`src/rtl/tbu_pkg.sv`:
```
// ----------------------------------------------------------------------------
// tbu_pkg
// Shared types and constants of the ternary block unpacker.
// ----------------------------------------------------------------------------
package tbu_pkg;

    // Block geometry.
    localparam int unsigned CodesPerBlock = 256;
    localparam int unsigned PosWidth      = 7;

    // 2-bit format: 64 payload bytes, then the two scale bytes.
    localparam logic [PosWidth-1:0] Tq2Payload = PosWidth'(CodesPerBlock / 4);
    // Base-3 format: 48 five-trit bytes, 4 four-trit bytes, then the scale.
    localparam int unsigned Tq1Qh     = CodesPerBlock / 64;
    localparam int unsigned Tq1Qs     = (CodesPerBlock - 4 * Tq1Qh) / 5;
    localparam int unsigned Tq1QsFull = Tq1Qs - Tq1Qs % 32;
    localparam logic [PosWidth-1:0] Tq1Payload = PosWidth'(Tq1Qs + Tq1Qh);

    // Format register codes.
    localparam logic FMT_TQ2 = 1'b0;
    localparam logic FMT_TQ1 = 1'b1;

    // One decoded result.
    typedef struct packed {
        logic        [7:0]  base_position;
        logic        [5:0]  position_stride;
        logic        [2:0]  code_count;
        logic signed [2:0]  code0;
        logic signed [2:0]  code1;
        logic signed [2:0]  code2;
        logic signed [2:0]  code3;
        logic signed [1:0]  code4;
        logic               scale_valid;
        logic        [31:0] scale_bits;
        logic               block_end;
    } t_result;

    // What the current byte does to the block state.
    typedef struct packed {
        logic scale_low;    // byte is the low half of the scale
        logic scale_final;  // byte is the high half, block ends here
    } t_step;

endpackage

```
`src/rtl/tbu_decode.sv`:
```
// ----------------------------------------------------------------------------
// tbu_decode
// Combinational decode of one superblock byte: codes, positions and scale.
// ----------------------------------------------------------------------------
module tbu_decode (
    input  logic                          i_format_mode,
    input  logic [tbu_pkg::PosWidth-1:0]  i_byte_pos,
    input  logic [7:0]                    i_byte,
    input  logic [7:0]                    i_scale_low,
    output tbu_pkg::t_result              o_result,
    output tbu_pkg::t_step                o_step
);

    localparam logic [7:0] Pow3 [0:4] = '{8'd1, 8'd3, 8'd9, 8'd27, 8'd81};

    // Widen a half-precision pattern to single precision.
    function automatic logic [31:0] half_to_single(input logic [15:0] h);
        logic        sgn;
        logic [4:0]  ex;
        logic [9:0]  man;
        logic [3:0]  msb;
        logic [10:0] shifted;
        logic [31:0] res;
        sgn = h[15];
        ex  = h[14:10];
        man = h[9:0];
        msb = 4'd0;
        for (int i = 0; i < 10; i++) begin
            if (man[i]) begin
                msb = 4'(i);
            end
        end
        shifted = {1'b0, man} << (4'd10 - msb);
        if (ex == 5'd0) begin
            if (man == 10'd0) begin
                res = {sgn, 31'd0};
            end else begin
                // Subnormal: the leading one becomes the hidden bit.
                res = {sgn, 8'd103 + {4'd0, msb}, shifted[9:0], 13'd0};
            end
        end else if (ex == 5'h1f) begin
            res = {sgn, 8'hff, man, 13'd0};
        end else begin
            res = {sgn, {3'd0, ex} + 8'd112, man, 13'd0};
        end
        return res;
    endfunction

    // One trit: ((byte * 3^n) mod 256) * 3 >> 8, minus one.
    function automatic logic signed [1:0] trit_of(input logic [7:0] b,
                                                  input logic [7:0] pw);
        logic [15:0] prod;
        logic [9:0]  tri3;
        prod = b * pw;
        tri3 = prod[7:0] * 2'd3;
        return $signed(tri3[9:8] - 2'd1);
    endfunction

    logic [tbu_pkg::PosWidth-1:0] payload;
    logic signed [1:0]            trits [0:4];
    logic [7:0]                   pos8;

    always_comb begin
        payload = (i_format_mode == tbu_pkg::FMT_TQ1) ? tbu_pkg::Tq1Payload
                                                      : tbu_pkg::Tq2Payload;
        pos8    = {1'b0, i_byte_pos};
        for (int n = 0; n < 5; n++) begin
            trits[n] = trit_of(i_byte, Pow3[n]);
        end
    end

    // Classify the byte and build the result.
    always_comb begin
        o_result = '0;
        o_step   = '0;
        if (i_byte_pos >= payload + 7'd1) begin
            o_step.scale_final   = 1'b1;
            o_result.scale_valid = 1'b1;
            o_result.block_end   = 1'b1;
            o_result.scale_bits  = half_to_single({i_byte, i_scale_low});
        end else if (i_byte_pos == payload) begin
            o_step.scale_low = 1'b1;
        end else if (i_format_mode == tbu_pkg::FMT_TQ2) begin
            // Each 32-byte run covers one 128-code half.
            o_result.base_position   = {i_byte_pos[5], 2'b00, i_byte_pos[4:0]};
            o_result.position_stride = 6'd32;
            o_result.code_count      = 3'd4;
            o_result.code0 = $signed({1'b0, i_byte[1:0]} - 3'd1);
            o_result.code1 = $signed({1'b0, i_byte[3:2]} - 3'd1);
            o_result.code2 = $signed({1'b0, i_byte[5:4]} - 3'd1);
            o_result.code3 = $signed({1'b0, i_byte[7:6]} - 3'd1);
        end else begin
            o_result.code0 = 3'(trits[0]);
            o_result.code1 = 3'(trits[1]);
            o_result.code2 = 3'(trits[2]);
            o_result.code3 = 3'(trits[3]);
            if (pos8 < 8'(tbu_pkg::Tq1QsFull)) begin
                o_result.base_position   = pos8;
                o_result.position_stride = 6'd32;
                o_result.code_count      = 3'd5;
                o_result.code4           = trits[4];
            end else if (pos8 < 8'(tbu_pkg::Tq1Qs)) begin
                o_result.base_position   = pos8 + 8'(4 * tbu_pkg::Tq1QsFull);
                o_result.position_stride = 6'd16;
                o_result.code_count      = 3'd5;
                o_result.code4           = trits[4];
            end else begin
                o_result.base_position   = pos8 + 8'(4 * tbu_pkg::Tq1Qs);
                o_result.position_stride = 6'd4;
                o_result.code_count      = 3'd4;
            end
        end
    end

endmodule

```
`src/rtl/ternary_block_unpacker.sv`:
```
// ----------------------------------------------------------------------------
// ternary_block_unpacker
// Unpacks ternary weight superblocks one byte per cycle when not stalled
// into signed codes with block positions and widens its half-precision scale.
// ----------------------------------------------------------------------------
//  Channel   Direction  Request content
//  s_axis    in         one raw superblock byte
//  m_axis    out        decoded codes and positions, scale on the last byte
//  APB       in/out     format_mode register at address 0
//
//  Each byte is decoded combinationally and its result is registered; one byte
//  per cycle is sustained unless stalled, set by the single decode stage.
//  A two-entry output stage (output register plus skid register) keeps
//  s_axis_tready high while one result waits; it drops only when both hold.
//  Reset clears the byte counter, the stored scale byte and format_mode.
// ----------------------------------------------------------------------------
module ternary_block_unpacker (
    input  logic        i_clk,
    input  logic        i_rst_n,
    // Input stream
    input  logic        s_axis_tvalid,
    output logic        s_axis_tready,
    input  logic [7:0]  s_axis_tdata,   // [7:0] byte_in
    // Output stream
    output logic        m_axis_tvalid,
    input  logic        m_axis_tready,
    // [7:0] base_position, [13:8] position_stride, [16:14] code_count,
    // [19:17] code0, [22:20] code1, [25:23] code2, [28:26] code3,
    // [30:29] code4, [62:31] scale_bits, [63] zero
    output logic [63:0] m_axis_tdata,
    output logic        m_axis_tuser,   // [0] scale_valid
    output logic        m_axis_tlast,   // block_end
    // Configuration
    input  logic        psel,
    input  logic        penable,
    input  logic        pwrite,
    input  logic [2:0]  paddr,
    input  logic [31:0] pwdata,
    output logic [31:0] prdata,
    output logic        pready
);

    logic                         r_format_mode;
    logic [tbu_pkg::PosWidth-1:0] r_byte_pos;
    logic [tbu_pkg::PosWidth-1:0] n_byte_pos;
    logic [7:0]                   r_scale_low;
    logic [7:0]                   n_scale_low;

    tbu_pkg::t_result r_out;
    tbu_pkg::t_result n_out;
    tbu_pkg::t_result r_skid;
    tbu_pkg::t_result n_skid;
    logic             r_out_valid;
    logic             n_out_valid;
    logic             r_skid_valid;
    logic             n_skid_valid;

    tbu_pkg::t_result dec_result;
    tbu_pkg::t_step   dec_step;
    logic             accept;
    logic             cfg_write;

    // Configuration register access.
    assign pready    = 1'b1;
    assign cfg_write = psel & penable & pwrite & pready & (paddr[2] == 1'b0);
    assign prdata    = (paddr[2] == 1'b0) ? {31'd0, r_format_mode} : 32'd0;

    always_ff @(posedge i_clk) begin
        if (!i_rst_n) begin
            r_format_mode <= tbu_pkg::FMT_TQ2;
        end else if (cfg_write) begin
            r_format_mode <= pwdata[0];
        end
    end

    // Byte decode.
    tbu_decode u_decode (
        .i_format_mode (r_format_mode),
        .i_byte_pos    (r_byte_pos),
        .i_byte        (s_axis_tdata),
        .i_scale_low   (r_scale_low),
        .o_result      (dec_result),
        .o_step        (dec_step)
    );

    assign s_axis_tready = ~r_skid_valid;
    assign accept        = s_axis_tvalid & s_axis_tready;

    // Block position and stored low scale byte.
    always_comb begin
        n_byte_pos  = r_byte_pos;
        n_scale_low = r_scale_low;
        if (accept) begin
            if (dec_step.scale_final) begin
                n_byte_pos = '0;
            end else begin
                n_byte_pos = r_byte_pos + 7'd1;
            end
            if (dec_step.scale_low) begin
                n_scale_low = s_axis_tdata;
            end
        end
    end

    // Output register with skid stage.
    always_comb begin
        n_out        = r_out;
        n_skid       = r_skid;
        n_out_valid  = r_out_valid;
        n_skid_valid = r_skid_valid;
        if (m_axis_tready || !r_out_valid) begin
            if (r_skid_valid) begin
                n_out        = r_skid;
                n_out_valid  = 1'b1;
                n_skid_valid = 1'b0;
            end else begin
                n_out       = dec_result;
                n_out_valid = accept;
            end
        end else if (accept) begin
            n_skid       = dec_result;
            n_skid_valid = 1'b1;
        end
    end

    always_ff @(posedge i_clk) begin
        if (!i_rst_n) begin
            r_byte_pos   <= '0;
            r_scale_low  <= '0;
            r_out_valid  <= 1'b0;
            r_skid_valid <= 1'b0;
        end else begin
            r_byte_pos   <= n_byte_pos;
            r_scale_low  <= n_scale_low;
            r_out_valid  <= n_out_valid;
            r_skid_valid <= n_skid_valid;
        end
    end

    always_ff @(posedge i_clk) begin
        r_out  <= n_out;
        r_skid <= n_skid;
    end

    // Output packing.
    assign m_axis_tvalid = r_out_valid;
    assign m_axis_tdata  = {1'b0, r_out.scale_bits, r_out.code4, r_out.code3,
                            r_out.code2, r_out.code1, r_out.code0,
                            r_out.code_count, r_out.position_stride,
                            r_out.base_position};
    assign m_axis_tuser  = r_out.scale_valid;
    assign m_axis_tlast  = r_out.block_end;

endmodule
```
`config.mk`:
```
export PLATFORM = sky130hd
export DESIGN_NAME = ternary_block_unpacker
export DESIGN_NICKNAME = d
export VERILOG_FILES = /design/src/rtl/tbu_pkg.sv /design/src/rtl/tbu_decode.sv /design/src/rtl/ternary_block_unpacker.sv
export SDC_FILE = /design/constraint.sdc
export NUM_CORES = 1
export LEC_CHECK = 0
export ABC_AREA = 1
export ABC_CLOCK_PERIOD_IN_PS = 14600
export BUFFER_PORTS_ARGS = -buffer_cell sky130_fd_sc_hd__clkbuf_2
export CAP_MARGIN = 10
export CORE_MARGIN = 8
export CORE_UTILIZATION = 35
export DETAILED_ROUTE_END_ITERATION = 8
export MAX_ROUTING_LAYER = met4
export PLACE_DENSITY = 0.6
export SYNTH_ARGS = -nofsm -noshare
export SYNTH_HDL_FRONTEND = slang
export SYNTH_HIERARCHICAL = 1
export SYNTH_SLANG_ARGS = --single-unit
```
`constraint.sdc`:
```
create_clock -name i_clk -period 14.6 [get_ports i_clk]
set_clock_uncertainty 0.2 [all_clocks]
set_input_delay 2.92 -clock i_clk [delete_from_list [all_inputs] [get_ports i_clk]]
set_output_delay 2.92 -clock i_clk [all_outputs]
set_load 0.02 [all_outputs]
```
==> reports/qor.csv <==
stage;metric;value;unit
sta;Final min period;7.39;ns
critical_path;CP Class;input port to register;
sta;Slew Viols, Final;0;
cells_and_area;area grow syn2layout;12.4;%
synth;cell area after synthesis;8920;um^2
min_path;Worst Hold Depth;2;
clocking;clock sink count;148;
grt;Tot GR Track Use;0.130;
synth;Avg Inst Size Synth;9.05;um^2
placed_design;dpl cell area;9460;um^2
synth;Distinct cells, synth;43;
critical_path;Critical path origin;s_axis_tdata[0];
cells_and_area;ant diodes;0;
clocking;CTS Root Cell;clkbuf_16;
floorplan;CORE AREA;25100;um^2
critical_path;CP dominant cell by count;nand2_1;
route;1st-pass router iterations;5;
cells_and_area;final instance area;10000;um^2
route;iteration-0 DRC count of the detailed router;454;
critical_path;FF-to-FF End;r_scale_low[3];
critical_path;CP endpoint;m_axis_tdata[27];
sta;worst rel slew slack;0.414;
synth;post-synthesis simple-gate area fraction;0.200;
critical_path;WP depth;27;
synth;FF+latch count, synth;148;
sta;Hold WS;0.312;ns
pwr;PwrDens;122;nW/um^2
sta;Finish-stage setup viols;0;
clocking;Max Buffers Root-to-Sink;2;
critical_path;Req. time, crit path;14.57;ns
cells_and_area;nets;1189;
pwr;Peak VDD IR;62.5;uV
route;drt drc;0;
synth;Syn Inst Count;985;
route;vias;6537;
route;Routed Antenna Nets;0;
synth;Yosys Warn Count;6;
clocking;Hold Buf Count CTS;0;
clocking;cts repair resizes;0;
sta;RSZ-0062 raised after global routing;false;
floorplan;die width;176;um
sta;worst slew pin tran;0.875;ns
clocking;CTS tree;done;
critical_path;slowest library cell on the worst path;fa_1;
cells_and_area;layout cells sized above 1;0.136;
critical_path;WP buf/inv;5;
placed_design;Detailed Place HPWL;13700;um
clocking;Post-CTS Setup Inserts;0;
placed_design;Final GP Congestion;0.867;
critical_path;CP max stage delay;0.47;ns
synth;Synth Area in XOR/XNOR;0.0302;
clocking;worst skew pair latency;0.42;ns
critical_path;Startpoint Class;input port;
sta;final hold violation count;0;
grt;number of global-route vias before repair;6450;
synth;largest family of logic cells by synthesized area;simple AND/OR/NAND/NOR gates;
critical_path;R2R depth;10;
floorplan;Die Span Y;176;um
clocking;clock slew at reported path FFs;0.07;ns
critical_path;R2R Setup Slk;10.70;ns
critical_path;R2R Path Start;r_format_mode;
critical_path;Worst EP arrival;7.36;ns
floorplan;std cell rows;58;
grt;GRT overflow;0;
cells_and_area;Layout Utilization;0.399;
synth;Adder-Cell Fraction of Synth Area;0.117;
critical_path;Crit. End Element;register;
pwr;Leak Pwr;4.61;nW
sta;post-route setup TNS;0;ns
grt;initial antenna violation count;0;
grt;first-pass GRT wire length;32300;um
critical_path;crit-path max FO;12;
run;Max Cap Violations;0;
synth;register area share after synthesis;0.478;
synth;post-synthesis mux area share;0;
grt;largest net degree at the start of global routing;70;
placed_design;Buffers on Ports;84;
sta;Tcrit/Tclk final;0.506;
critical_path;Largest delay share family, worst path;adder cells;
route;routed wire length;19300;um
sta;FMAX;135;MHz
route;Vias/cell;4.65;
floorplan;num ports;151;
floorplan;Initial Util;0.355;
pwr;Power Total;1.23;mW
cells_and_area;FILL cells;2537;
floorplan;Die Area;30800;um^2
synth;post-synthesis compound-gate area fraction;0.0711;
clocking;H-Tree Depth;4;
min_path;min-delay worst type;register to register;
clocking;total CTS buffers;17;
route;wire per inst;13.7;um
outcome;status;complete, no violations;
==> flip-flops by register name (all words and copies together), names as in the netlist <==
signal and count:
r_skid_valid 1, r_byte_pos 7, m_axis_tlast 1, m_axis_tvalid 1, r_skid 65, m_axis_tuser 1, r_format_mode 1, m_axis_tdata 63
r_scale_low 8
==> layer usage <==
metal,GRT usage,vias up,part of all wire
met1,0.166,3036,0.46
met5,-,-,0
li1,-,3307,-
met3,0.0232,10,0.054
met4,0.0353,0,0.0079
met2,0.209,184,0.48
==> synthesized netlist by cell type, drive strengths merged <==
master | number | area [um^2]
xnor2 | 12 | 113
inv | 103 | 387
and2 | 1 | 6.26
o21ai | 25 | 133
nor2 | 47 | 194
a21oi | 61 | 305
ha | 66 | 826
a211o | 1 | 8.76
nand3 | 57 | 295
o21a | 1 | 7.51
xor2 | 17 | 156
a31oi | 2 | 12.5
nand4 | 7 | 43.8
a221oi | 3 | 26.3
nand3b | 1 | 7.51
clkbuf | 11 | 41.3
o21bai | 2 | 15.0
a21o | 3 | 22.5
fa | 11 | 220
a211oi | 5 | 37.5
o31ai | 2 | 20.0
edfxtp | 130 | 3900
o211ai | 5 | 37.5
nor3b | 2 | 15.0
clkinv | 2 | 7.51
conb | 3 | 11.3
o221ai | 1 | 8.76
nor3 | 8 | 50.1
nand2 | 312 | 1180
dfxtp | 18 | 360
buf | 66 | 470
==> cells in the final DEF, fill, tap and decap left out, types with 2 or more instances in the layout <==
master,Yosys,final
nand2_2,2,2
nor2_1,42,41
clkinv_1,2,3
clkbuf_16,0,17
inv_8,0,2
edfxtp_1,130,130
nor3b_1,2,2
xor2_1,16,16
a21oi_1,61,61
conb_1,3,50
o21bai_1,2,2
o21ai_2,2,2
a221oi_1,3,3
dfxtp_1,18,17
inv_1,95,94
nor2_4,1,2
inv_2,8,9
clkinvlp_4,0,2
nor2_2,4,4
o21ai_1,3,3
o21ai_0,20,20
clkinv_4,0,2
clkbuf_2,0,84
fa_1,11,11
nand3_1,55,55
nor3_2,2,2
nor3_1,6,6
nand3_2,2,2
xnor2_1,11,11
nand2_1,310,310
buf_4,56,4
inv_6,0,6
nand4_1,7,7
a21o_1,3,3
a31oi_1,2,2
ha_1,66,66
a211oi_1,5,5
o211ai_1,5,5
==> tightest hold or removal path: cells and delay by family, from the launching register on <==
family           cells  cell delay, ns
AND/OR/NAND/NOR      2            0.10
flip-flops           1            0.32
==> report_power, final <==
| group | total (mW) | switching, mW | internal (mW) |
|---|---|---|---|
| Sequential | 0.491 | 0.00700 | 0.484 |
| Combinational | 0.312 | 0.200 | 0.112 |
| Clock | 0.425 | 0.185 | 0.240 |
==> worst min-delay path by stage <==
stage	from	end
global placement	r_skid[58]	m_axis_tdata[1]
finish	r_skid[17]	m_axis_tdata[47]
floorplan	r_scale_low[5]	r_scale_low[5]
global route	r_skid[55]	m_axis_tdata[12]
CTS	r_skid[17]	m_axis_tdata[47]
detailed placement	r_skid[62]	m_axis_tdata[5]
==> final cells by class <==
cell class	instances	area, um^2	share of cell area
clock buffers	17	425	0.0424
clock inverters	15	146	0.0146
inverters	105	394	0.0393
multi-input cells	702	3930	0.392
flip-flops and latches	148	4270	0.425
well taps	330	413	0.0412
repair buffers	88	450	0.0449
==> through the flow <==
stage               std cells  worst slack (ns)
floorplan                1032              7.08
global route             1405              6.78
detailed placement       1373              6.77
global placement         1373              6.83
finish                   1405              7.21
CTS                      1405              7.20
==> cells by family (layout without fill, tap and decap cells) <==
kind of cell / after synthesis / in the layout
AOI/OAI and AO/OA: 111 / 111
xor gates and xnor gates: 29 / 29
adders and majority gates: 77 / 77
buffers and inverters: 182 / 225
DFF: 148 / 148
other: 3 / 50
and+or+nand+nor: 435 / 435
Note: power is estimated with default switching activity, not from simulation.
